## config.mk

```make
export PLATFORM = sky130hd
export DESIGN_NAME = terminated_frame_buffer
export DESIGN_NICKNAME = d
export VERILOG_FILES = /design/src/rtl/core/tfb_pkg.sv /design/src/rtl/core/tfb_ram.sv /design/src/rtl/core/tfb_front.sv /design/src/rtl/core/tfb_cmd_fifo.sv /design/src/rtl/core/tfb_back.sv /design/src/rtl/core/terminated_frame_buffer.sv
export VERILOG_INCLUDE_DIRS = /design/src /design/src/rtl/core
export SDC_FILE = /design/constraint.sdc
export NUM_CORES = 1
export LEC_CHECK = 0
export ABC_AREA = 1
export BUFFER_PORTS_ARGS = -buffer_cell sky130_fd_sc_hd__buf_2
export CAP_MARGIN = 20
export CORE_MARGIN = 8
export CORE_UTILIZATION = 40
export DETAILED_ROUTE_END_ITERATION = 7
export PLACE_DENSITY = 0.63
export SYNTH_ARGS = -nofsm -noshare
export SYNTH_HDL_FRONTEND = slang
export SYNTH_HIERARCHICAL = 1
export SYNTH_SLANG_ARGS = --single-unit
```

## constraint.sdc

```tcl
create_clock -name clk_i -period 3.25 [get_ports clk_i]
set_input_delay 0.65 -clock clk_i [delete_from_list [all_inputs] [get_ports clk_i]]
set_output_delay 0.65 -clock clk_i [all_outputs]
set_load 0.05 [all_outputs]
```

## src/rtl/core/terminated_frame_buffer_macros.svh

```systemverilog
// Assertion macros for the frame buffer; define ASSERT_OFF to drop them.
`ifndef TERMINATED_FRAME_BUFFER_MACROS_SVH
`define TERMINATED_FRAME_BUFFER_MACROS_SVH

`ifndef ASSERT_OFF
`define TFB_ASSERT(lbl, prop, msg) \
  lbl: assert property (@(posedge clk_i) disable iff (!rst_ni) prop) else $error(msg);
`define TFB_NEVER(lbl, expr, msg) \
  lbl: assert property (@(posedge clk_i) disable iff (!rst_ni) !(expr)) else $error(msg);
`else
`define TFB_ASSERT(lbl, prop, msg)
`define TFB_NEVER(lbl, expr, msg)
`endif

`endif

```

## src/rtl/core/tfb_pkg.sv

```systemverilog
`default_nettype none

package tfb_pkg;

  localparam int BYTE_W        = 8;
  localparam int FRAME_LEN_W   = 5;
  localparam int TERM_LEN_W    = 3;
  localparam int EFF_LEN_W     = 4;
  localparam int NUM_TERM_REGS = 4;
  localparam int APB_ADDR_W    = 5;
  localparam int APB_DATA_W    = 32;
  localparam int REG_IDX_W     = 3;

  localparam logic [REG_IDX_W-1:0] REG_TERM_LEN = 3'd0;
  localparam logic [REG_IDX_W-1:0] REG_TERM_B0  = 3'd1;
  localparam logic [REG_IDX_W-1:0] REG_TERM_B1  = 3'd2;
  localparam logic [REG_IDX_W-1:0] REG_TERM_B2  = 3'd3;
  localparam logic [REG_IDX_W-1:0] REG_TERM_B3  = 3'd4;

  localparam logic [TERM_LEN_W-1:0] TERM_LEN_RESET = 3'd1;
  localparam logic [BYTE_W-1:0]     TERM_B0_RESET  = 8'd10;

  typedef enum logic [0:0] {
    BK_IDLE,
    BK_SHOW
  } back_state_e;

endpackage

`default_nettype wire

```

## src/rtl/core/tfb_ram.sv

```systemverilog
`default_nettype none

module tfb_ram #(
  parameter int WIDTH = 8,
  parameter int DEPTH = 32
) (
  input  wire logic                     clk_i,
  input  wire logic                     we_i,
  input  wire logic [$clog2(DEPTH)-1:0] waddr_i,
  input  wire logic [WIDTH-1:0]         wdata_i,
  input  wire logic                     re_i,
  input  wire logic [$clog2(DEPTH)-1:0] raddr_i,
  output logic      [WIDTH-1:0]         rdata_o
);

  logic [WIDTH-1:0] mem_q [DEPTH];

  always_ff @(posedge clk_i) begin
    if (we_i) begin
      mem_q[waddr_i] <= wdata_i;
    end
    if (re_i) begin
      rdata_o <= mem_q[raddr_i];
    end
  end

endmodule

`default_nettype wire

```

## src/rtl/core/tfb_front.sv

```systemverilog
`default_nettype none

`include "terminated_frame_buffer_macros.svh"

module tfb_front #(
  parameter int BUFFER_DEPTH          = 16,
  parameter int MAX_TERMINATOR_LENGTH = 4,
  localparam int IdxW = $clog2(BUFFER_DEPTH),
  localparam int CntW = $clog2(BUFFER_DEPTH + 1)
) (
  input  wire logic                                       clk_i,
  input  wire logic                                       rst_ni,
  input  wire logic                                       rx_valid_i,
  input  wire logic [tfb_pkg::BYTE_W-1:0]                 rx_byte_i,
  output logic                                            rx_ready_o,
  input  wire logic [tfb_pkg::TERM_LEN_W-1:0]             term_len_i,
  input  wire logic [MAX_TERMINATOR_LENGTH-1:0][tfb_pkg::BYTE_W-1:0] term_bytes_i,
  input  wire logic                                       cmd_full_i,
  output logic                                            wr_en_o,
  output logic      [IdxW:0]                              wr_addr_o,
  output logic      [tfb_pkg::BYTE_W-1:0]                 wr_data_o,
  output logic                                            push_o,
  output logic                                            push_bank_o,
  output logic      [CntW-1:0]                            push_len_o
);

  logic [CntW-1:0] fill_q, fill_d;
  logic            bank_q, bank_d;
  logic [MAX_TERMINATOR_LENGTH-1:0][tfb_pkg::BYTE_W-1:0] hist_q, tail;
  logic [tfb_pkg::EFF_LEN_W-1:0] eff_len;
  logic [CntW-1:0] cnt_next;
  logic            accept, term_hit, flush;

  assign rx_ready_o = !cmd_full_i;
  assign accept     = rx_valid_i && rx_ready_o;
  assign cnt_next   = fill_q + CntW'(1);

  always_comb begin
    if (int'(term_len_i) > MAX_TERMINATOR_LENGTH) begin
      eff_len = tfb_pkg::EFF_LEN_W'(MAX_TERMINATOR_LENGTH);
    end else begin
      eff_len = tfb_pkg::EFF_LEN_W'(term_len_i);
    end
  end

  // tail[j] is the byte j places back from the newest one
  always_comb begin
    tail[0] = rx_byte_i;
    for (int j = 1; j < MAX_TERMINATOR_LENGTH; j++) begin
      tail[j] = hist_q[j-1];
    end
  end

  always_comb begin
    term_hit = int'(cnt_next) >= int'(eff_len);
    for (int j = 0; j < MAX_TERMINATOR_LENGTH; j++) begin
      for (int k = 0; k < MAX_TERMINATOR_LENGTH; k++) begin
        if (j < int'(eff_len) && (j + k + 1) == int'(eff_len) &&
            tail[j] != term_bytes_i[k]) begin
          term_hit = 1'b0;
        end
      end
    end
  end

  assign flush = (int'(cnt_next) == BUFFER_DEPTH) || term_hit;

  assign wr_en_o     = accept;
  assign wr_addr_o   = {bank_q, fill_q[IdxW-1:0]};
  assign wr_data_o   = rx_byte_i;
  assign push_o      = accept && flush;
  assign push_bank_o = bank_q;
  assign push_len_o  = cnt_next;

  always_comb begin
    fill_d = fill_q;
    bank_d = bank_q;
    if (accept) begin
      if (flush) begin
        fill_d = '0;
        bank_d = !bank_q;
      end else begin
        fill_d = cnt_next;
      end
    end
  end

  always_ff @(posedge clk_i or negedge rst_ni) begin
    if (!rst_ni) begin
      fill_q <= '0;
      bank_q <= 1'b0;
    end else begin
      fill_q <= fill_d;
      bank_q <= bank_d;
    end
  end

  always_ff @(posedge clk_i) begin
    if (accept) begin
      hist_q <= tail;
    end
  end

  `TFB_NEVER(a_fill_below_depth, int'(fill_q) >= BUFFER_DEPTH, "fill count reached depth")
  `TFB_ASSERT(a_flush_empties, push_o |=> (fill_q == '0) && (bank_q != $past(bank_q)),
              "flush did not switch bank")

endmodule

`default_nettype wire

```

## src/rtl/core/tfb_cmd_fifo.sv

```systemverilog
`default_nettype none

`include "terminated_frame_buffer_macros.svh"

module tfb_cmd_fifo #(
  parameter int WIDTH = 6
) (
  input  wire logic             clk_i,
  input  wire logic             rst_ni,
  input  wire logic             push_i,
  input  wire logic [WIDTH-1:0] push_data_i,
  output logic                  full_o,
  input  wire logic             pop_i,
  output logic      [WIDTH-1:0] pop_data_o,
  output logic                  valid_o
);

  logic [WIDTH-1:0] entry_q [2];
  logic             wr_ptr_q, rd_ptr_q;
  logic [1:0]       count_q;

  assign full_o     = count_q == 2'd2;
  assign valid_o    = count_q != 2'd0;
  assign pop_data_o = entry_q[rd_ptr_q];

  always_ff @(posedge clk_i or negedge rst_ni) begin
    if (!rst_ni) begin
      wr_ptr_q <= 1'b0;
      rd_ptr_q <= 1'b0;
      count_q  <= 2'd0;
    end else begin
      if (push_i) begin
        wr_ptr_q <= !wr_ptr_q;
      end
      if (pop_i) begin
        rd_ptr_q <= !rd_ptr_q;
      end
      if (push_i && !pop_i) begin
        count_q <= count_q + 2'd1;
      end else if (pop_i && !push_i) begin
        count_q <= count_q - 2'd1;
      end
    end
  end

  always_ff @(posedge clk_i) begin
    if (push_i) begin
      entry_q[wr_ptr_q] <= push_data_i;
    end
  end

  `TFB_NEVER(a_no_push_full, push_i && full_o, "push into full command queue")
  `TFB_NEVER(a_no_pop_empty, pop_i && !valid_o, "pop from empty command queue")

endmodule

`default_nettype wire

```

## src/rtl/core/tfb_back.sv

```systemverilog
`default_nettype none

`include "terminated_frame_buffer_macros.svh"

module tfb_back #(
  parameter int BUFFER_DEPTH = 16,
  localparam int IdxW = $clog2(BUFFER_DEPTH),
  localparam int CntW = $clog2(BUFFER_DEPTH + 1)
) (
  input  wire logic                                clk_i,
  input  wire logic                                rst_ni,
  input  wire logic                                cmd_valid_i,
  input  wire logic                                cmd_bank_i,
  input  wire logic [CntW-1:0]                     cmd_len_i,
  output logic                                     cmd_pop_o,
  output logic                                     rd_en_o,
  output logic      [IdxW:0]                       rd_addr_o,
  input  wire logic [tfb_pkg::BYTE_W-1:0]          rd_data_i,
  output logic                                     frame_valid_o,
  input  wire logic                                frame_ready_i,
  output logic      [tfb_pkg::BYTE_W-1:0]          frame_byte_o,
  output logic      [tfb_pkg::FRAME_LEN_W-1:0]     frame_length_o,
  output logic                                     last_of_frame_o
);

  tfb_pkg::back_state_e state_q, state_d;
  logic [IdxW-1:0] idx_q, idx_d;
  logic            last;

  assign last            = (CntW'(idx_q) + CntW'(1)) == cmd_len_i;
  assign frame_byte_o    = rd_data_i;
  assign frame_length_o  = tfb_pkg::FRAME_LEN_W'(cmd_len_i);
  assign last_of_frame_o = last;

  always_comb begin
    state_d = state_q;
    case (state_q)
      tfb_pkg::BK_IDLE: begin
        if (cmd_valid_i) begin
          state_d = tfb_pkg::BK_SHOW;
        end
      end
      tfb_pkg::BK_SHOW: begin
        if (frame_ready_i && last) begin
          state_d = tfb_pkg::BK_IDLE;
        end
      end
      default: state_d = tfb_pkg::BK_IDLE;
    endcase
  end

  // fetch the next byte as the current one is taken
  always_comb begin
    frame_valid_o = 1'b0;
    cmd_pop_o     = 1'b0;
    rd_en_o       = 1'b0;
    rd_addr_o     = {cmd_bank_i, idx_q};
    idx_d         = idx_q;
    case (state_q)
      tfb_pkg::BK_IDLE: begin
        if (cmd_valid_i) begin
          rd_en_o   = 1'b1;
          rd_addr_o = {cmd_bank_i, {IdxW{1'b0}}};
          idx_d     = '0;
        end
      end
      tfb_pkg::BK_SHOW: begin
        frame_valid_o = 1'b1;
        if (frame_ready_i) begin
          if (last) begin
            cmd_pop_o = 1'b1;
          end else begin
            rd_en_o   = 1'b1;
            idx_d     = idx_q + IdxW'(1);
            rd_addr_o = {cmd_bank_i, idx_d};
          end
        end
      end
      default: begin
        frame_valid_o = 1'b0;
      end
    endcase
  end

  always_ff @(posedge clk_i or negedge rst_ni) begin
    if (!rst_ni) begin
      state_q <= tfb_pkg::BK_IDLE;
      idx_q   <= '0;
    end else begin
      state_q <= state_d;
      idx_q   <= idx_d;
    end
  end

  `TFB_ASSERT(a_show_has_cmd, frame_valid_o |-> cmd_valid_i, "replay without queued frame")
  `TFB_ASSERT(a_idx_in_frame, frame_valid_o |-> (CntW'(idx_q) < cmd_len_i),
              "replay index beyond frame length")

endmodule

`default_nettype wire

```

## src/rtl/core/terminated_frame_buffer.sv

```systemverilog
// Terminator-delimited frame buffer. Received bytes (rx channel) are stored
// in one of two BUFFER_DEPTH-byte frame banks of one RAM; a frame ends when
// its last terminator_length bytes match the terminator registers, or when
// the bank fills, and is then replayed on the frame channel, one byte per
// cycle while frame_ready_i is high, each byte tagged with the frame length
// and the final byte flagged. An rx byte is taken every cycle while at most
// one finished frame awaits replay; with both banks waiting, rx stalls until
// the older frame's last byte goes out. Each frame's replay opens with a RAM
// read of its first byte from the idle state. APB registers: 0x00 terminator
// length (1..MAX_TERMINATOR_LENGTH, 0 flushes every byte), 0x04 to 0x10
// terminator bytes 0 to 3; write them only while the block is idle.
`default_nettype none

module terminated_frame_buffer #(
  parameter int BUFFER_DEPTH          = 16,
  parameter int MAX_TERMINATOR_LENGTH = 4
) (
  input  wire logic                                 clk_i,
  input  wire logic                                 rst_ni,
  input  wire logic                                 rx_valid_i,
  output logic                                      rx_ready_o,
  input  wire logic [tfb_pkg::BYTE_W-1:0]           rx_byte_i,
  output logic                                      frame_valid_o,
  input  wire logic                                 frame_ready_i,
  output logic      [tfb_pkg::BYTE_W-1:0]           frame_byte_o,
  output logic      [tfb_pkg::FRAME_LEN_W-1:0]      frame_length_o,
  output logic                                      last_of_frame_o,
  input  wire logic                                 psel,
  input  wire logic                                 penable,
  input  wire logic                                 pwrite,
  input  wire logic [tfb_pkg::APB_ADDR_W-1:0]       paddr,
  input  wire logic [tfb_pkg::APB_DATA_W-1:0]       pwdata,
  output logic      [tfb_pkg::APB_DATA_W-1:0]       prdata,
  output logic                                      pready
);

  localparam int IdxW = $clog2(BUFFER_DEPTH);
  localparam int CntW = $clog2(BUFFER_DEPTH + 1);
  localparam int RamDepth = 2 << IdxW;

  logic [tfb_pkg::TERM_LEN_W-1:0]                 term_len_q;
  logic [tfb_pkg::NUM_TERM_REGS-1:0][tfb_pkg::BYTE_W-1:0] term_q;
  logic [MAX_TERMINATOR_LENGTH-1:0][tfb_pkg::BYTE_W-1:0]  term_eff;
  logic [tfb_pkg::REG_IDX_W-1:0]                  reg_idx;
  logic                                           cfg_wr;

  logic                    wr_en, rd_en;
  logic [IdxW:0]           wr_addr, rd_addr;
  logic [tfb_pkg::BYTE_W-1:0] wr_data, rd_data;
  logic                    cmd_full, cmd_push, cmd_pop, cmd_valid;
  logic                    push_bank;
  logic [CntW-1:0]         push_len;
  logic [CntW:0]           cmd_head;

  assign pready  = 1'b1;
  assign reg_idx = paddr[tfb_pkg::APB_ADDR_W-1:2];
  assign cfg_wr  = psel && penable && pwrite && pready;

  always_ff @(posedge clk_i or negedge rst_ni) begin
    if (!rst_ni) begin
      term_len_q <= tfb_pkg::TERM_LEN_RESET;
      term_q     <= {{((tfb_pkg::NUM_TERM_REGS-1)*tfb_pkg::BYTE_W){1'b0}},
                     tfb_pkg::TERM_B0_RESET};
    end else if (cfg_wr) begin
      case (reg_idx)
        tfb_pkg::REG_TERM_LEN: term_len_q <= pwdata[tfb_pkg::TERM_LEN_W-1:0];
        tfb_pkg::REG_TERM_B0:  term_q[0]  <= pwdata[tfb_pkg::BYTE_W-1:0];
        tfb_pkg::REG_TERM_B1:  term_q[1]  <= pwdata[tfb_pkg::BYTE_W-1:0];
        tfb_pkg::REG_TERM_B2:  term_q[2]  <= pwdata[tfb_pkg::BYTE_W-1:0];
        tfb_pkg::REG_TERM_B3:  term_q[3]  <= pwdata[tfb_pkg::BYTE_W-1:0];
        default: ;
      endcase
    end
  end

  always_comb begin
    case (reg_idx)
      tfb_pkg::REG_TERM_LEN: prdata = tfb_pkg::APB_DATA_W'(term_len_q);
      tfb_pkg::REG_TERM_B0:  prdata = tfb_pkg::APB_DATA_W'(term_q[0]);
      tfb_pkg::REG_TERM_B1:  prdata = tfb_pkg::APB_DATA_W'(term_q[1]);
      tfb_pkg::REG_TERM_B2:  prdata = tfb_pkg::APB_DATA_W'(term_q[2]);
      tfb_pkg::REG_TERM_B3:  prdata = tfb_pkg::APB_DATA_W'(term_q[3]);
      default:               prdata = '0;
    endcase
  end

  for (genvar k = 0; k < MAX_TERMINATOR_LENGTH; k++) begin : g_term
    if (k < tfb_pkg::NUM_TERM_REGS) begin : g_reg
      assign term_eff[k] = term_q[k];
    end else begin : g_zero
      assign term_eff[k] = '0;
    end
  end

  tfb_front #(
    .BUFFER_DEPTH          (BUFFER_DEPTH),
    .MAX_TERMINATOR_LENGTH (MAX_TERMINATOR_LENGTH)
  ) u_front (
    .clk_i        (clk_i),
    .rst_ni       (rst_ni),
    .rx_valid_i   (rx_valid_i),
    .rx_byte_i    (rx_byte_i),
    .rx_ready_o   (rx_ready_o),
    .term_len_i   (term_len_q),
    .term_bytes_i (term_eff),
    .cmd_full_i   (cmd_full),
    .wr_en_o      (wr_en),
    .wr_addr_o    (wr_addr),
    .wr_data_o    (wr_data),
    .push_o       (cmd_push),
    .push_bank_o  (push_bank),
    .push_len_o   (push_len)
  );

  tfb_cmd_fifo #(
    .WIDTH (CntW + 1)
  ) u_cmd_fifo (
    .clk_i       (clk_i),
    .rst_ni      (rst_ni),
    .push_i      (cmd_push),
    .push_data_i ({push_bank, push_len}),
    .full_o      (cmd_full),
    .pop_i       (cmd_pop),
    .pop_data_o  (cmd_head),
    .valid_o     (cmd_valid)
  );

  tfb_ram #(
    .WIDTH (tfb_pkg::BYTE_W),
    .DEPTH (RamDepth)
  ) u_ram (
    .clk_i   (clk_i),
    .we_i    (wr_en),
    .waddr_i (wr_addr),
    .wdata_i (wr_data),
    .re_i    (rd_en),
    .raddr_i (rd_addr),
    .rdata_o (rd_data)
  );

  tfb_back #(
    .BUFFER_DEPTH (BUFFER_DEPTH)
  ) u_back (
    .clk_i           (clk_i),
    .rst_ni          (rst_ni),
    .cmd_valid_i     (cmd_valid),
    .cmd_bank_i      (cmd_head[CntW]),
    .cmd_len_i       (cmd_head[CntW-1:0]),
    .cmd_pop_o       (cmd_pop),
    .rd_en_o         (rd_en),
    .rd_addr_o       (rd_addr),
    .rd_data_i       (rd_data),
    .frame_valid_o   (frame_valid_o),
    .frame_ready_i   (frame_ready_i),
    .frame_byte_o    (frame_byte_o),
    .frame_length_o  (frame_length_o),
    .last_of_frame_o (last_of_frame_o)
  );

endmodule

`default_nettype wire
```

# ---- Word level (Yosys, flattened, before mapping)
# Memory sizes are Yosys's and may differ from the RTL's. A register that Yosys moved wholly into a read port is not among the register bits.
# Cells that the tools add are included.
dict set report word_totals {
  memories 2
  inputBits 52
  mem_bits_rw 268
  regBits 74
  output_inout_bits 49
  wordCells 161
}
# name depth word_bits rd rd_clocked_by_memory_dff write_ports line
set memory_table {}
lappend memory_table {u_ram.mem_q 32 8 1 1 1 tfb_ram.sv:16} ;# logic [WIDTH-1:0] mem_q [DEPTH];
lappend memory_table {u_cmd_fifo.entry_q 2 6 1 0 1 tfb_cmd_fifo.sv:18} ;# logic [WIDTH-1:0] entry_q [2];
dict set report op_classes {
  n_addsub 5
  n_eq_ne 33
  n_bitwise 1
  mux 43
  reduce_logical 56
  n_lt_le_gt_ge 6
}
# op n
set op_table {}
lappend op_table {{$ne A8 B8 Y1} 16}
lappend op_table {{$pmux W8 S5} 1}
lappend op_table {{$logic_and A1 B1 Y1} 39}
lappend op_table {{$mux W1} 28}
lappend op_table {{$mux W4} 6}
lappend op_table {{$eq A3 B3 Y1 const A} 4}
lappend op_table {{$reduce_and A2 Y1} 6}
lappend op_table {{$pmux W5 S2} 1}
lappend op_table {{$pmux W4 S2} 1}
lappend op_table {{$eq A2 B3 Y1 const A} 2}
lappend op_table {{$eq A3 B2 Y1 const B} 2}
lappend op_table {{$logic_not A1 Y1} 6}
lappend op_table {{$lt A1 B3 Y1 const A} 2}
lappend op_table {{$lt A2 B3 Y1 const A} 2}
lappend op_table {{$ne A2 B2 Y1 const B} 3}
lappend op_table {{$add A4 B1 Y5 const B} 1}
lappend op_table {{$add A5 B1 Y5 const B} 1}
lappend op_table {{$eq A5 B5 Y1} 1}
lappend op_table {{$eq A5 B5 Y1 const B} 1}
lappend op_table {{$ge A5 B3 Y1} 1}
lappend op_table {{$mux W5} 1}
lappend op_table {{$add A4 B1 Y4 const B} 1}
lappend op_table {{$mux W2} 2}
lappend op_table {{$pmux W1 S2} 2}
lappend op_table {{other kinds (13)} 14}

# ---- Logic depth before layout (Yosys ltp)
# Gate-level depths: netlist of the first run.
dict set report logic_depth {
  depth_word 27
  mapped_depth 22
  ltp_nobuf 21
}

# ---- By module
# Netlist of the first run, hierarchy kept.
# module cells_each instances seq_area_each_um2 area_per_inst_um2
set by_module_without_submodules {}
lappend by_module_without_submodules {tfb_ram 922 1 7927.6 10866.7}
lappend by_module_without_submodules {tfb_front 404 1 870.8 2658.8}
lappend by_module_without_submodules {terminated_frame_buffer 245 1 879.6 1980.6}
lappend by_module_without_submodules {tfb_cmd_fifo 44 1 460.4 668.1}
lappend by_module_without_submodules {tfb_back 78 1 125.1 529.3}

# ---- Worst setup path after synthesis of the first run
# Ideal clock, no wire load.
dict set report synth_timing {
  kind {register to register}
  from {register u_cmd_fifo.count_q[1]}
  to {memory u_ram.mem_q[11][0] (enable)}
  t_arrival_ps 2253
  n_path_buf 0
  required_ps 2880
  setup_time_ps 370
  slack_ps 627
  stages_incl_launch_ff 8
  period_less_slack_ps 2623
  path_cell_list {dfrtp_1 inv_1 nor2_1 inv_1 nand2_1 clkinv_1 nand3_1 nor2_1}
}
dict set report synth_between {
  elab_chain_len 5
}
# element line
set synth_lines {}
lappend synth_lines {{start, declared} tfb_cmd_fifo.sv:20} ;# logic [1:0] count_q;
lappend synth_lines {{start signal, assigned} tfb_cmd_fifo.sv:39} ;# count_q <= count_q + 2'd1;
lappend synth_lines {{start signal, assigned} tfb_cmd_fifo.sv:41} ;# count_q <= count_q - 2'd1;
lappend synth_lines {{$eq A2 B2 Y1} tfb_cmd_fifo.sv:22} ;# assign full_o = count_q == 2'd2;
lappend synth_lines {{net cmd_full} terminated_frame_buffer.sv:50} ;# logic cmd_full, cmd_push, cmd_pop, cmd_valid;
lappend synth_lines {{$logic_not A1 Y1} tfb_front.sv:34} ;# assign rx_ready_o = !cmd_full_i;
lappend synth_lines {{net rx_ready_o} terminated_frame_buffer.sv:21} ;# output logic rx_ready_o,
lappend synth_lines {{$logic_and A1 B1 Y1} tfb_front.sv:35} ;# assign accept = rx_valid_i && rx_ready_o;
lappend synth_lines {{net wr_en} terminated_frame_buffer.sv:47} ;# logic wr_en, rd_en;
lappend synth_lines {{$mux W1} tfb_ram.sv:19} ;# if (we_i) begin
lappend synth_lines {{$mux W1 (implied by the code)} tfb_ram.sv:20} ;# mem_q[waddr_i] <= wdata_i;
lappend synth_lines {{end, declared} tfb_ram.sv:16}
# The timed path passes the listed nets, and every way through them passes these cells.

# ---- Worst setup path in the final report of the first run
dict set report layout_timing {
  from {register u_cmd_fifo.rd_ptr_q}
  to {register u_ram.rdata_o[6], read port of u_ram.mem_q (data pin)}
}
dict set report layout_between {
  elab_chain_len 5
  elab_cells_between_ends 8
  cone_classes {1 x eq/ne; 6 x mux; 1 x memory}
}
# element line
set layout_lines {}
lappend layout_lines {{start, declared} tfb_cmd_fifo.sv:19} ;# logic wr_ptr_q, rd_ptr_q;
lappend layout_lines {{start signal, assigned} tfb_cmd_fifo.sv:36} ;# rd_ptr_q <= !rd_ptr_q;
lappend layout_lines {{$mem_v2 Z2 W6} -}
lappend layout_lines {{$eq A5 B5 Y1} tfb_back.sv:30} ;# assign last = (CntW'(idx_q) + CntW'(1)) == cmd_len_i;
lappend layout_lines {{$mux W4} tfb_back.sv:70} ;# if (last) begin
lappend layout_lines {{$mux W4} tfb_back.sv:69} ;# if (frame_ready_i) begin
lappend layout_lines {{$pmux W5 S2} tfb_back.sv:59} ;# case (state_q)
lappend layout_lines {{net rd_addr[0]} terminated_frame_buffer.sv:48} ;# logic [IdxW:0] wr_addr, rd_addr;
lappend layout_lines {{end, declared} tfb_ram.sv:13} ;# output logic [WIDTH-1:0] rdata_o
# The timed path passes the listed nets, and every way through them passes these cells. The select of a mux whose other input is x is not followed.
# A chain may end at the register's enable or synchronous reset.

==> metrics, run 1 <==
post-DP HPWL=roughly 25,000 µm; unrepaired setup endpoints after global routing=true; pin count of the biggest net entering global routing=58; sink count of the clock tree=350; number of instances in the synthesized netlist=between 1,500 and 2,000; number of warning messages in the yosys log=6; minimum period implied by the final worst setup slack=3070 ps; count of placed standard cells including taps=~2,200; final-report max-slew violation count=0; most instantiated flip-flop cell in the synthesis netlist=sky130_fd_sc_hd__edfxtp_1; core area=around 42,000 µm²; Row Count=75; number of placed I/O pins=between 100 and 150; root buf cell=sky130_fd_sc_hd__clkbuf_16; count of endpoints failing setup in the final report=0; internal power component=10.2 mW; Final Instance Area=about 19,000 µm²; via count of the first global-routing pass=around 11,000; switching power=about 6.6 mW; Hold Worst Slack=between 200 and 250 ps; Cell Pwr Density=907 nW/µm²; slowest stage cell on the critical path=sky130_fd_sc_hd__dfrtp_2; die outline area=between 40,000 and 50,000 µm²; combinational power share=38.0%; clock-pin slew of the registers on the worst-case setup and hold paths=approximately 60 ps; Setup Crit Path Kind=register to register; part of the Yosys area used for sequential elements=61.4%; timing-limited maximum frequency=0.326 GHz; number of max-cap violations=0; share of power burned in the clock network=between 20% and 30%; clk_lat worst skew=approximately 560 ps; placed instance area=17,200 µm²; Arr. time, crit path=between 3000 and 4000 ps; post-synth cell types=36; DRC violations left=0; via count of the routed design=11,400; wire length of the first global-routing pass=60,700 µm; first-pass iteration count of the detailed router=5; number of antenna violations at the first check in global routing=2; width of the chip=between 200 and 250 µm; Worst Skew=approximately 24 ps; clock tree from TritonCTS=built; # nets final=1,784; Worst EP required=between 3000 and 4000 ps; endpoints failing hold=0; count of flip-flops with a built-in enable after synthesis=300; Final Cycle Share=between 90% and 100%; largest buffer count on any clock path=3; gp weighted congestion=between 0.8 and 0.9; crit path max fanout=25; number of buffers added on ports=49; Setup WS post-layout=between 150 and 200 ps; number of buffers added to fix hold violations after cts=0; number of vias per cell=about 5.0; worst min-delay path category=input port to asynchronous set/reset pin; overall die height=about 220 µm; result of the run=finished, final reports clean; flip-flop and latch count after synthesis=350; htree depth=2; most repeated library cell on the critical path=sky130_fd_sc_hd__nand2_1; share of synthesized registers carrying an async set or reset=approximately 14%; total track usage=roughly 16%; Finished Layout Cells=between 2,000 and 2,500; Max IR drop VDD=603 µV; slew of the pin with the lowest slew margin=around 890 ps; delay of the slowest cell on the worst path=480 ps; setup slack after placement=74.0 ps; proportion of layout cells with a drive suffix above 1=between 10% and 20%; count of filler cells inserted in the layout=between 3,000 and 4,000; sequential share of power=34.8%; Critical Path End Type=register; detail-routed net length per standard cell=about 17 µm; Synth Area per Inst=just under 10 µm²; cell area after synthesis=~17,000 µm²; Max-slew headroom=between 40 and 50%; Iteration-0 DRC Markers=about 840; Antenna Violating Nets Remaining=0; Pleak=about 7.6 nW; diode count=0; GR Overflow Total=0; TritonCTS Buffers=40; cell chain of the critical path=mux2_4, xnor2_1, nand2_1, nor2_4, nand3_4, nand2_4, nand3_1, nand2_4, clkinv_2, buf_6, buf_4, nand2_1, nand3_1, nand3_2, nand2_1, nand2_1, nand2_1, nand2_1, nand2_1; category of the worst setup path launch point=register; final routed wirelength across all metal layers=a little under 40,000 µm; initial core utilization=40.2%; layout overhead on the synthesized area=11.0%; sw frac=between 30 and 40%
[per-stage QoR]
| step | util [%] | setup TNS (ps) | power (mW) |
|---|---|---|---|
| 2_1_floorplan | - | 0 | 10.7 |
| 3_3_place_gp | 41.3 | 0 | 12.2 |
| 3_5_place_dp | 41.3 | 0 | 12.3 |
| 4_1_cts | 44.5 | 0 | 16.9 |
| 5_1_grt | 44.6 | -41.1 | 17.9 |
| 6_report | 44.6 | 0 | 16.8 |
[cell usage after synthesis, types with 15 or more instances]
cell,count,area [µm²]
sky130_fd_sc_hd__nand2_1,651,2440
sky130_fd_sc_hd__edfxtp_1,300,9010
sky130_fd_sc_hd__nand3_1,238,1190
sky130_fd_sc_hd__inv_1,86,323
sky130_fd_sc_hd__nor2_1,78,293
sky130_fd_sc_hd__buf_4,56,420
sky130_fd_sc_hd__dfrtp_1,47,1180
sky130_fd_sc_hd__o21ai_0,41,205
sky130_fd_sc_hd__buf_6,31,349
sky130_fd_sc_hd__xnor2_1,24,210
sky130_fd_sc_hd__nand4_1,23,144
sky130_fd_sc_hd__inv_2,19,71.3
sky130_fd_sc_hd__buf_2,17,85.1
sky130_fd_sc_hd__xor2_1,15,131
[sequential cells by signal (all words and copies together) (netlist names)]
register and cells:
u_back/idx_q 4, u_ram/mem_q 256, u_front/fill_q 5, u_ram/rdata_o 8
term_len_q 3, u_cmd_fifo/wr_ptr_q 1, u_cmd_fifo/entry_q 12, u_cmd_fifo/rd_ptr_q 1
term_eff 32, u_front/hist_q 24, u_front/push_bank_o 1, u_back/state_q 1
u_cmd_fifo/count_q 2
[metal layers]
layer,routed length [µm],global-route usage [%]
met3,2520,3.12
met4,1130,6.04
met1,16800,21.1
met5,8,0
met2,18200,26.5
[critical path, delay by kind of cell (launching register included)]
kind	cells	cell delay, ps
buf+inv	3	500
simple gates	14	1340
xor+xnor	1	170
mux	1	330
flops	1	480
[final cells by class]
cell class / instances / area (µm²) / area share (%)
Timing Repair Buffer: 85 / 634 / 3.42
Tap cell: 539 / 674 / 3.64
Clock buffer: 51 / 1070 / 5.78
Sequential cell: 350 / 10300 / 55.3
Inverter: 107 / 403 / 2.17
Multi-Input combinational cell: 1141 / 5230 / 28.2
Clock inverter: 22 / 273 / 1.47
[path summary, 6_finish.rpt]
path,start,endpoint,slack [ps],cells past startpoint
max in group asynchronous,rst_ni,u_cmd_fifo/rd_ptr_q$_DFFE_PN0P_,2540,2
worst max-delay path,u_cmd_fifo/rd_ptr_q$_DFFE_PN0P_,u_ram/rdata_o[6]$_DFFE_PP_,180,19
min in group clk_i,pwdata[3],term_eff[3]$_DFFE_PN1P_,340,3
worst min-delay path,rst_ni,term_eff[22]$_DFFE_PN0P_,200,2
worst min register to register,u_cmd_fifo/count_q[1]$_DFFE_PN0P_,u_cmd_fifo/count_q[1]$_DFFE_PN0P_,490,2
worst max register to register,u_cmd_fifo/rd_ptr_q$_DFFE_PN0P_,u_ram/rdata_o[6]$_DFFE_PP_,180,19
[power groups by stage]
stage               registers, mW  clock network (mW)  logic [mW]
finish                       5.85                4.58        6.39
floorplan                    5.80                   0        4.95
global route                 5.92                4.86        7.09
global placement             5.92                   0        6.25
detailed placement           5.94                   0        6.35
CTS                          5.85                4.67        6.37
[repair_timing]
item / 4_1_cts / 5_1_grt
resized for setup: 0 / 6
setup buffers: 0 / 0
setup endpoints to repair: 0 / 8
[kinds of logic (layout without fill, tap and decap cells)]
family                     Yosys count  count (layout)  synth area share (%)
xor gates and xnor gates            41              41                  2.24
and+or+nand+nor                   1013            1013                  25.7
muxes                                6               6                 0.539
buffers and inverters              225             265                  7.90
other                                2              25                0.0450
AOI/OAI and AO/OA                   49              49                  1.60
adders and majority gates            7               7                 0.524
DFF                                350             350                  61.4
[placed cells by master, fill, tap and decap left out, drive strengths merged, types with 5 or more instances in the layout]
cell type	n
bufinv	5
conb	25
nand3	242
o21ai	42
mux2	6
edfxtp	300
nor2	87
ha	7
nand4	23
buf	85
clkinv	15
xor2	17
nand2	660
inv	108
xnor2	24
dfrtp	47
clkbuf	51
Note: power is estimated with default switching activity, not from simulation.
==> run 2, diff against run 1 <==
--- a/config.mk
+++ b/config.mk
@@ -6,13 +6,14 @@
 export SDC_FILE = /design/constraint.sdc
 export NUM_CORES = 1
 export LEC_CHECK = 0
-export ABC_AREA = 1
 export BUFFER_PORTS_ARGS = -buffer_cell sky130_fd_sc_hd__buf_2
 export CAP_MARGIN = 20
+export CELL_PAD_IN_SITES_DETAIL_PLACEMENT = 0
+export CELL_PAD_IN_SITES_GLOBAL_PLACEMENT = 1
 export CORE_MARGIN = 8
 export CORE_UTILIZATION = 40
 export DETAILED_ROUTE_END_ITERATION = 7
-export PLACE_DENSITY = 0.63
+export PLACE_DENSITY_LB_ADDON = 0.2
 export SYNTH_ARGS = -nofsm -noshare
 export SYNTH_HDL_FRONTEND = slang
 export SYNTH_HIERARCHICAL = 1
==> metrics, run 2 <==
Iteration-0 DRC Markers=about 450; TritonCTS Buffers=39; capture point of the critical path=u_ram/rdata_o[3]$_DFFE_PP_; number of max-cap violations=0; Total Power=roughly 16 mW; most common library cell in the layout ignoring fill and taps=sky130_fd_sc_hd__edfxtp_1; number of instances in the synthesized netlist=a little under 900; delay of the slowest cell on the worst path=about 570 ps; Arr. time, crit path=just over 4000 ps; diode count=0; clock tree from TritonCTS=built; Pleak=approximately 6.3 nW; largest buffer count on any clock path=3; timing-limited maximum frequency=0.259 GHz; number of antenna violations at the first check in global routing=0; Setup WS post-layout=-611 ps; initial core utilization=40.3%; Synth area leaders=sky130_fd_sc_hd__edfxtp_1, sky130_fd_sc_hd__mux4_2, sky130_fd_sc_hd__dfrtp_1; number of buffers added to fix hold violations after cts=0; slowest stage cell on the critical path=sky130_fd_sc_hd__mux4_2; result of the run=finished, violations left; count of flip-flops with a built-in enable after synthesis=300; Synth Area per Inst=17.7 µm²; Max IR drop VDD=322 µV; setup slack after placement=-672 ps; Worst Skew=approximately 18 ps; gp weighted congestion=0.812; clock-pin slew of the registers on the worst-case setup and hold paths=70 ps; Max-slew headroom=47.9%; cell with the most instances after synthesis=sky130_fd_sc_hd__edfxtp_1; Setup Crit Path Kind=register to register; CP Launch Point=u_cmd_fifo/rd_ptr_q$_DFFE_PN0P_; via count of the first global-routing pass=between 8,000 and 9,000; crit path max fanout=10; clk_lat worst skew=around 540 ps; flip-flop and latch count after synthesis=350; proportion of layout cells with a drive suffix above 1=35.3%; GR Overflow Total=0; sink count of the clock tree=between 300 and 400; root buf cell=sky130_fd_sc_hd__clkbuf_16; number of warning messages in the yosys log=6; part of the Yosys area used for sequential elements=about two thirds; layout overhead on the synthesized area=16.7%; cell chain of the critical path=mux2_4, xnor2_4, xnor2_2, o2111a_2, a2111o_1, o211ai_1, buf_6, buf_12, mux4_2, mux4_2, mux2_4; category of the worst setup path launch point=register; capturing point of the worst reg2reg path=u_ram/rdata_o[3]$_DFFE_PP_; post-DP HPWL=23,700 µm; detail-routed net length per standard cell=~23 µm; pin count of the biggest net entering global routing=just over 50; wire length of the first global-routing pass=approximately 55,000 µm; first-pass iteration count of the detailed router=4; unrepaired setup endpoints after global routing=true; overall die height=about 210 µm; Worst EP required=3530 ps; final routed wirelength across all metal layers=35,900 µm; Row Count=a little over 70; number of vias per cell=roughly 5.2; most frequent cells in the layout=sky130_fd_sc_hd__edfxtp_1, sky130_fd_sc_hd__buf_4, sky130_fd_sc_hd__mux4_2; number of buffers added on ports=49; violations in the final reports=setup timing; count of endpoints failing setup in the final report=8; final-report max-slew violation count=0; Hold Worst Slack=roughly 240 ps; share of synthesized registers carrying an async set or reset=~14%; Final Cycle Share=119%; via count of the routed design=8,074; fraction of post-synthesis cell area in the top cell type by area=58.3%; placed instance area=~17,000 µm²; minimum period implied by the final worst setup slack=3860 ps; worst min-delay path category=input port to asynchronous set/reset pin; core area=between 30,000 and 40,000 µm²; Commonest cells post-synth=sky130_fd_sc_hd__edfxtp_1, sky130_fd_sc_hd__mux4_2, sky130_fd_sc_hd__xnor2_1; die outline area=45,200 µm²; most instantiated flip-flop cell in the synthesis netlist=sky130_fd_sc_hd__edfxtp_1; Final Instance Area=about 18,000 µm²; total track usage=between 15 and 20%; number of placed I/O pins=101; width of the chip=~210 µm; slew of the pin with the lowest slew margin=~760 ps; minimum setup slack among reg-to-reg paths=-610 ps; final core utilization=between 40% and 50%; number of cells on the worst reg-to-reg path=11; cell area after synthesis=15,400 µm²; DRC violations left=0; htree depth=2; Antenna Violating Nets Remaining=0; Reg with most FFs=u_ram/mem_q; reg-to-reg startpoint=u_cmd_fifo/rd_ptr_q$_DFFE_PN0P_; flip-flop count of the largest register, all copies and words added=256; # nets final=1,054; post-synth cell types=68; endpoints failing hold=0; Cell Pwr Density=between 800 and 900 nW/µm²; post-synthesis cell type with the largest combined area=sky130_fd_sc_hd__edfxtp_1; Critical Path End Type=register
[run 2: cell count changes after synthesis, moves of 36 or more]
| cell | change |
|---|---|
| sky130_fd_sc_hd__inv_1 | -79 |
| sky130_fd_sc_hd__mux2_2 | +50 |
| sky130_fd_sc_hd__o21ai_0 | -37 |
| sky130_fd_sc_hd__nand3_1 | -224 |
| sky130_fd_sc_hd__nand2_1 | -642 |
| sky130_fd_sc_hd__mux4_2 | +80 |
| sky130_fd_sc_hd__xnor2_1 | +36 |
| sky130_fd_sc_hd__nor2_1 | -38 |
[run 2: per-stage QoR]
stage | std cells | setup TNS (ps)
global route | 1544 | -5250
detailed placement | 1463 | -5150
finish | 1544 | -4660
floorplan | 894 | -2600
CTS | 1545 | -4540
global placement | 1462 | -4790
[run 2: worst min path at each step]
stage,startpoint,end,cells after the start
6_report,rst_ni,term_len_q[1]$_DFFE_PN0P_,2
4_1_cts,rst_ni,term_len_q[2]$_DFFE_PN0P_,2
3_5_place_dp,u_cmd_fifo/wr_ptr_q$_DFFE_PN0P_,u_cmd_fifo/wr_ptr_q$_DFFE_PN0P_,1
5_1_grt,rst_ni,term_len_q[1]$_DFFE_PN0P_,2
3_3_place_gp,u_cmd_fifo/wr_ptr_q$_DFFE_PN0P_,u_cmd_fifo/wr_ptr_q$_DFFE_PN0P_,1
2_1_floorplan,rst_ni,term_eff[0]$_DFFE_PN0P_,0
[run 2: critical path, delay by kind of cell (launching register included)]
kind	cells	cell delay, ps
XOR/XNOR	2	280
flip-flops	1	480
multiplexers	4	1770
buffers and inverters	2	370
AO/OA/AOI/OAI	3	690
[run 2: logic make-up after synthesis]
logic type | share of synthesized area (%)
AOI/OAI and AO/OA | 2.88
DFF | 66.4
and+or+nand+nor | 4.79
buffers and inverters | 3.95
xor gates and xnor gates | 5.44
other | 0.0486
adders and majority gates | 0.567
muxes | 15.9
[run 2: timing repair]
| action | CTS | global route |
|---|---|---|
| gates cloned | 4 | 0 |
| buffers inserted | 6 | 1 |
| endpoints found under the setup margin | 9 | 23 |
| pin swaps | 0 | 0 |
| gates resized for setup | 16 | 9 |
[run 2: where the power goes]
part | internal (mW) | switching, mW | leakage [nW]
logic | 2.97 | 2.98 | 2.35
registers | 5.41 | 0.390 | 3.34
clock network | 2.51 | 1.77 | 0.601
[run 2: area by class of cell]
type | count | area, µm²
well taps | 518 | 648
repair buffers | 143 | 1100
clock buffers | 50 | 1040
multi-input cells | 451 | 4740
clock inverters | 22 | 199
inverters | 10 | 37.5
flip-flops and latches | 350 | 10300
fillers | 3345 | 20300
[run 2: per-layer routing]
metal / GRT usage, % / part of all wire [%] / up-vias
met5: 0 / 0 / -
met4: 3.88 / 1.6 / 0
met3: 3.08 / 5.1 / 39
met2: 26.4 / 48 / 182
met1: 22.5 / 46 / 4239
li1: - / - / 3614
==> run 3, diff against run 2 <==
--- a/config.mk
+++ b/config.mk
@@ -8,9 +8,6 @@
 export LEC_CHECK = 0
 export BUFFER_PORTS_ARGS = -buffer_cell sky130_fd_sc_hd__buf_2
 export CAP_MARGIN = 20
-export CELL_PAD_IN_SITES_DETAIL_PLACEMENT = 0
-export CELL_PAD_IN_SITES_GLOBAL_PLACEMENT = 1
-export CORE_MARGIN = 8
 export CORE_UTILIZATION = 40
 export DETAILED_ROUTE_END_ITERATION = 7
 export PLACE_DENSITY_LB_ADDON = 0.2
==> metrics, run 3 (same netlist as run 2, synthesis figures left out) <==
timing-limited maximum frequency=0.261 GHz; count of filler cells inserted in the layout=roughly 3,300; flip-flop count of the largest register, all copies and words added=approximately 260; detail-routed net length per standard cell=between 20 and 25 µm; Cell Pwr Density=~890 nW/µm²; total track usage=18.1%; Row Count=71; die outline area=roughly 39,000 µm²; layout overhead on the synthesized area=17.3%; gp weighted congestion=about 0.84; setup slack after placement=-705 ps; number of vias per cell=about 5.2; Arr. time, crit path=4120 ps; clk_lat worst skew=530 ps; clock tree from TritonCTS=built; overall die height=between 150 and 200 µm; final core utilization=47.9%; width of the chip=approximately 200 µm; Worst EP required=3530 ps; violations in the final reports=setup timing; via count of the routed design=roughly 8,000; number of antenna violations at the first check in global routing=0; htree depth=2; # nets final=1,064; proportion of layout cells with a drive suffix above 1=a little over a third; largest buffer count on any clock path=3; number of buffers added on ports=slightly below 50; GR Overflow Total=0; post-DP HPWL=roughly 22,000 µm; slowest stage cell on the critical path=sky130_fd_sc_hd__mux4_2; Worst Skew=25.7 ps; slew of the pin with the lowest slew margin=approximately 800 ps; most frequent cells in the layout=sky130_fd_sc_hd__edfxtp_1, sky130_fd_sc_hd__buf_4, sky130_fd_sc_hd__mux4_2; category of the worst setup path launch point=register; Setup WS post-layout=-589 ps; Setup Crit Path Kind=register to register; Final Cycle Share=118%; core area=37,800 µm²; count of endpoints failing setup in the final report=8; first-pass iteration count of the detailed router=7; unrepaired setup endpoints after global routing=true; cell chain of the critical path=mux2_4, xnor2_4, xnor2_2, o2111a_2, a2111o_1, o211ai_1, buf_4, buf_12, buf_12, mux4_2, mux4_2, mux2_4; wire length of the first global-routing pass=roughly 52,000 µm; pin count of the biggest net entering global routing=34; sink count of the clock tree=350; endpoints failing hold=0; TritonCTS Buffers=37; Total Power=16.1 mW; Critical Path End Type=register; area of combinational cells with multiple inputs=4720 µm²; worst min-delay path category=input port to asynchronous set/reset pin; final routed wirelength across all metal layers=about 35,000 µm; Max-slew headroom=47.1%; Antenna Violating Nets Remaining=0; sum of negative setup slack=-4530 ps; crit path max fanout=7; Pleak=between 6 and 7 nW; diode count=0; via count of the first global-routing pass=8,144; number of max-cap violations=0; minimum period implied by the final worst setup slack=around 3800 ps; number of placed I/O pins=around 100; Reg with most FFs=u_ram/mem_q; DRC violations left=0; result of the run=finished, violations left; Iteration-0 DRC Markers=~600; Hold Worst Slack=a little over 200 ps; Max IR drop VDD=525 µV; root buf cell=sky130_fd_sc_hd__clkbuf_16; Storage cell area=around 10,000 µm²; final-report max-slew violation count=0; initial core utilization=between 40 and 50%; delay of the slowest cell on the worst path=about 540 ps; clock-pin slew of the registers on the worst-case setup and hold paths=60 ps; most common library cell in the layout ignoring fill and taps=sky130_fd_sc_hd__edfxtp_1
-- run 3: changes by cell type in the layout (fill, tap and decap cells not counted), moves of 2 or more --
cell / previous run / this run
sky130_fd_sc_hd__mux2_4: 11 / 9
sky130_fd_sc_hd__clkbuf_8: 0 / 3
sky130_fd_sc_hd__clkbuf_16: 40 / 42
sky130_fd_sc_hd__clkinv_1: 9 / 6
sky130_fd_sc_hd__clkinv_4: 2 / 0
sky130_fd_sc_hd__buf_4: 82 / 90
sky130_fd_sc_hd__buf_16: 3 / 1
sky130_fd_sc_hd__mux2_2: 39 / 41
sky130_fd_sc_hd__buf_12: 6 / 8
-- run 3: path summary, 6_finish.rpt --
check,startpoint,to,slack (ps),cells after the start
min,rst_ni,term_eff[26]$_DFFE_PN0P_,210,1
max in group asynchronous,rst_ni,term_len_q[0]$_DFFE_PN1P_,2310,2
max reg2reg,u_cmd_fifo/rd_ptr_q$_DFFE_PN0P_,u_ram/rdata_o[3]$_DFFE_PP_,-590,12
min in group clk_i,pwdata[7],term_eff[23]$_DFFE_PN0P_,400,2
min reg2reg,u_cmd_fifo/wr_ptr_q$_DFFE_PN0P_,u_cmd_fifo/wr_ptr_q$_DFFE_PN0P_,490,1
max,u_cmd_fifo/rd_ptr_q$_DFFE_PN0P_,u_ram/rdata_o[3]$_DFFE_PP_,-590,12
-- run 3: per-stage QoR --
stage               cells  area [µm²]
global route         1545       18100
global placement     1467       16700
floorplan             894       15600
CTS                  1537       17900
detailed placement   1467       16700
finish               1545       18100
-- run 3: layer usage --
metal	up-vias	GRT usage, %	share of wire [%]	routed length (µm)
li1	3629	-	-	-
met4	0	4.87	1.9	670
met3	41	2.80	4.5	1550
met1	4153	26.7	47	16200
met5	-	0	0	0
met2	181	28.1	47	16100
-- run 3: final cells by class --
cell class	instances	area share, %
timing repair buffer	155	6.78
clock buffer	52	5.82
tap	511	3.53
clock inverter	16	0.973
multi-input combinational	451	26.1
sequential	350	56.6
inverter	10	0.207
-- run 3: where the power goes --
group,internal [mW],switching [mW],leakage (nW),total [mW]
Sequential,5.41,0.376,3.34,5.79
Combinational,3.08,2.93,2.42,6.01
Clock,2.58,1.68,0.604,4.27
Total,11.1,4.99,6.36,16.1
-- run 3: critical path, delay by kind of cell (launching register included) --
family / cells / cell delay (ps)
flip-flops: 1 / 470
multiplexers: 4 / 1730
AO/OA/AOI/OAI: 3 / 620
XOR/XNOR: 2 / 280
buffers and inverters: 3 / 480
-- run 3: timing repair --
action	CTS	global route
cloned	0	4
hold buffers	0	0
pin swaps	0	2
gates resized for setup	3	16
endpoints found under the setup margin	8	8
setup buffers	2	4
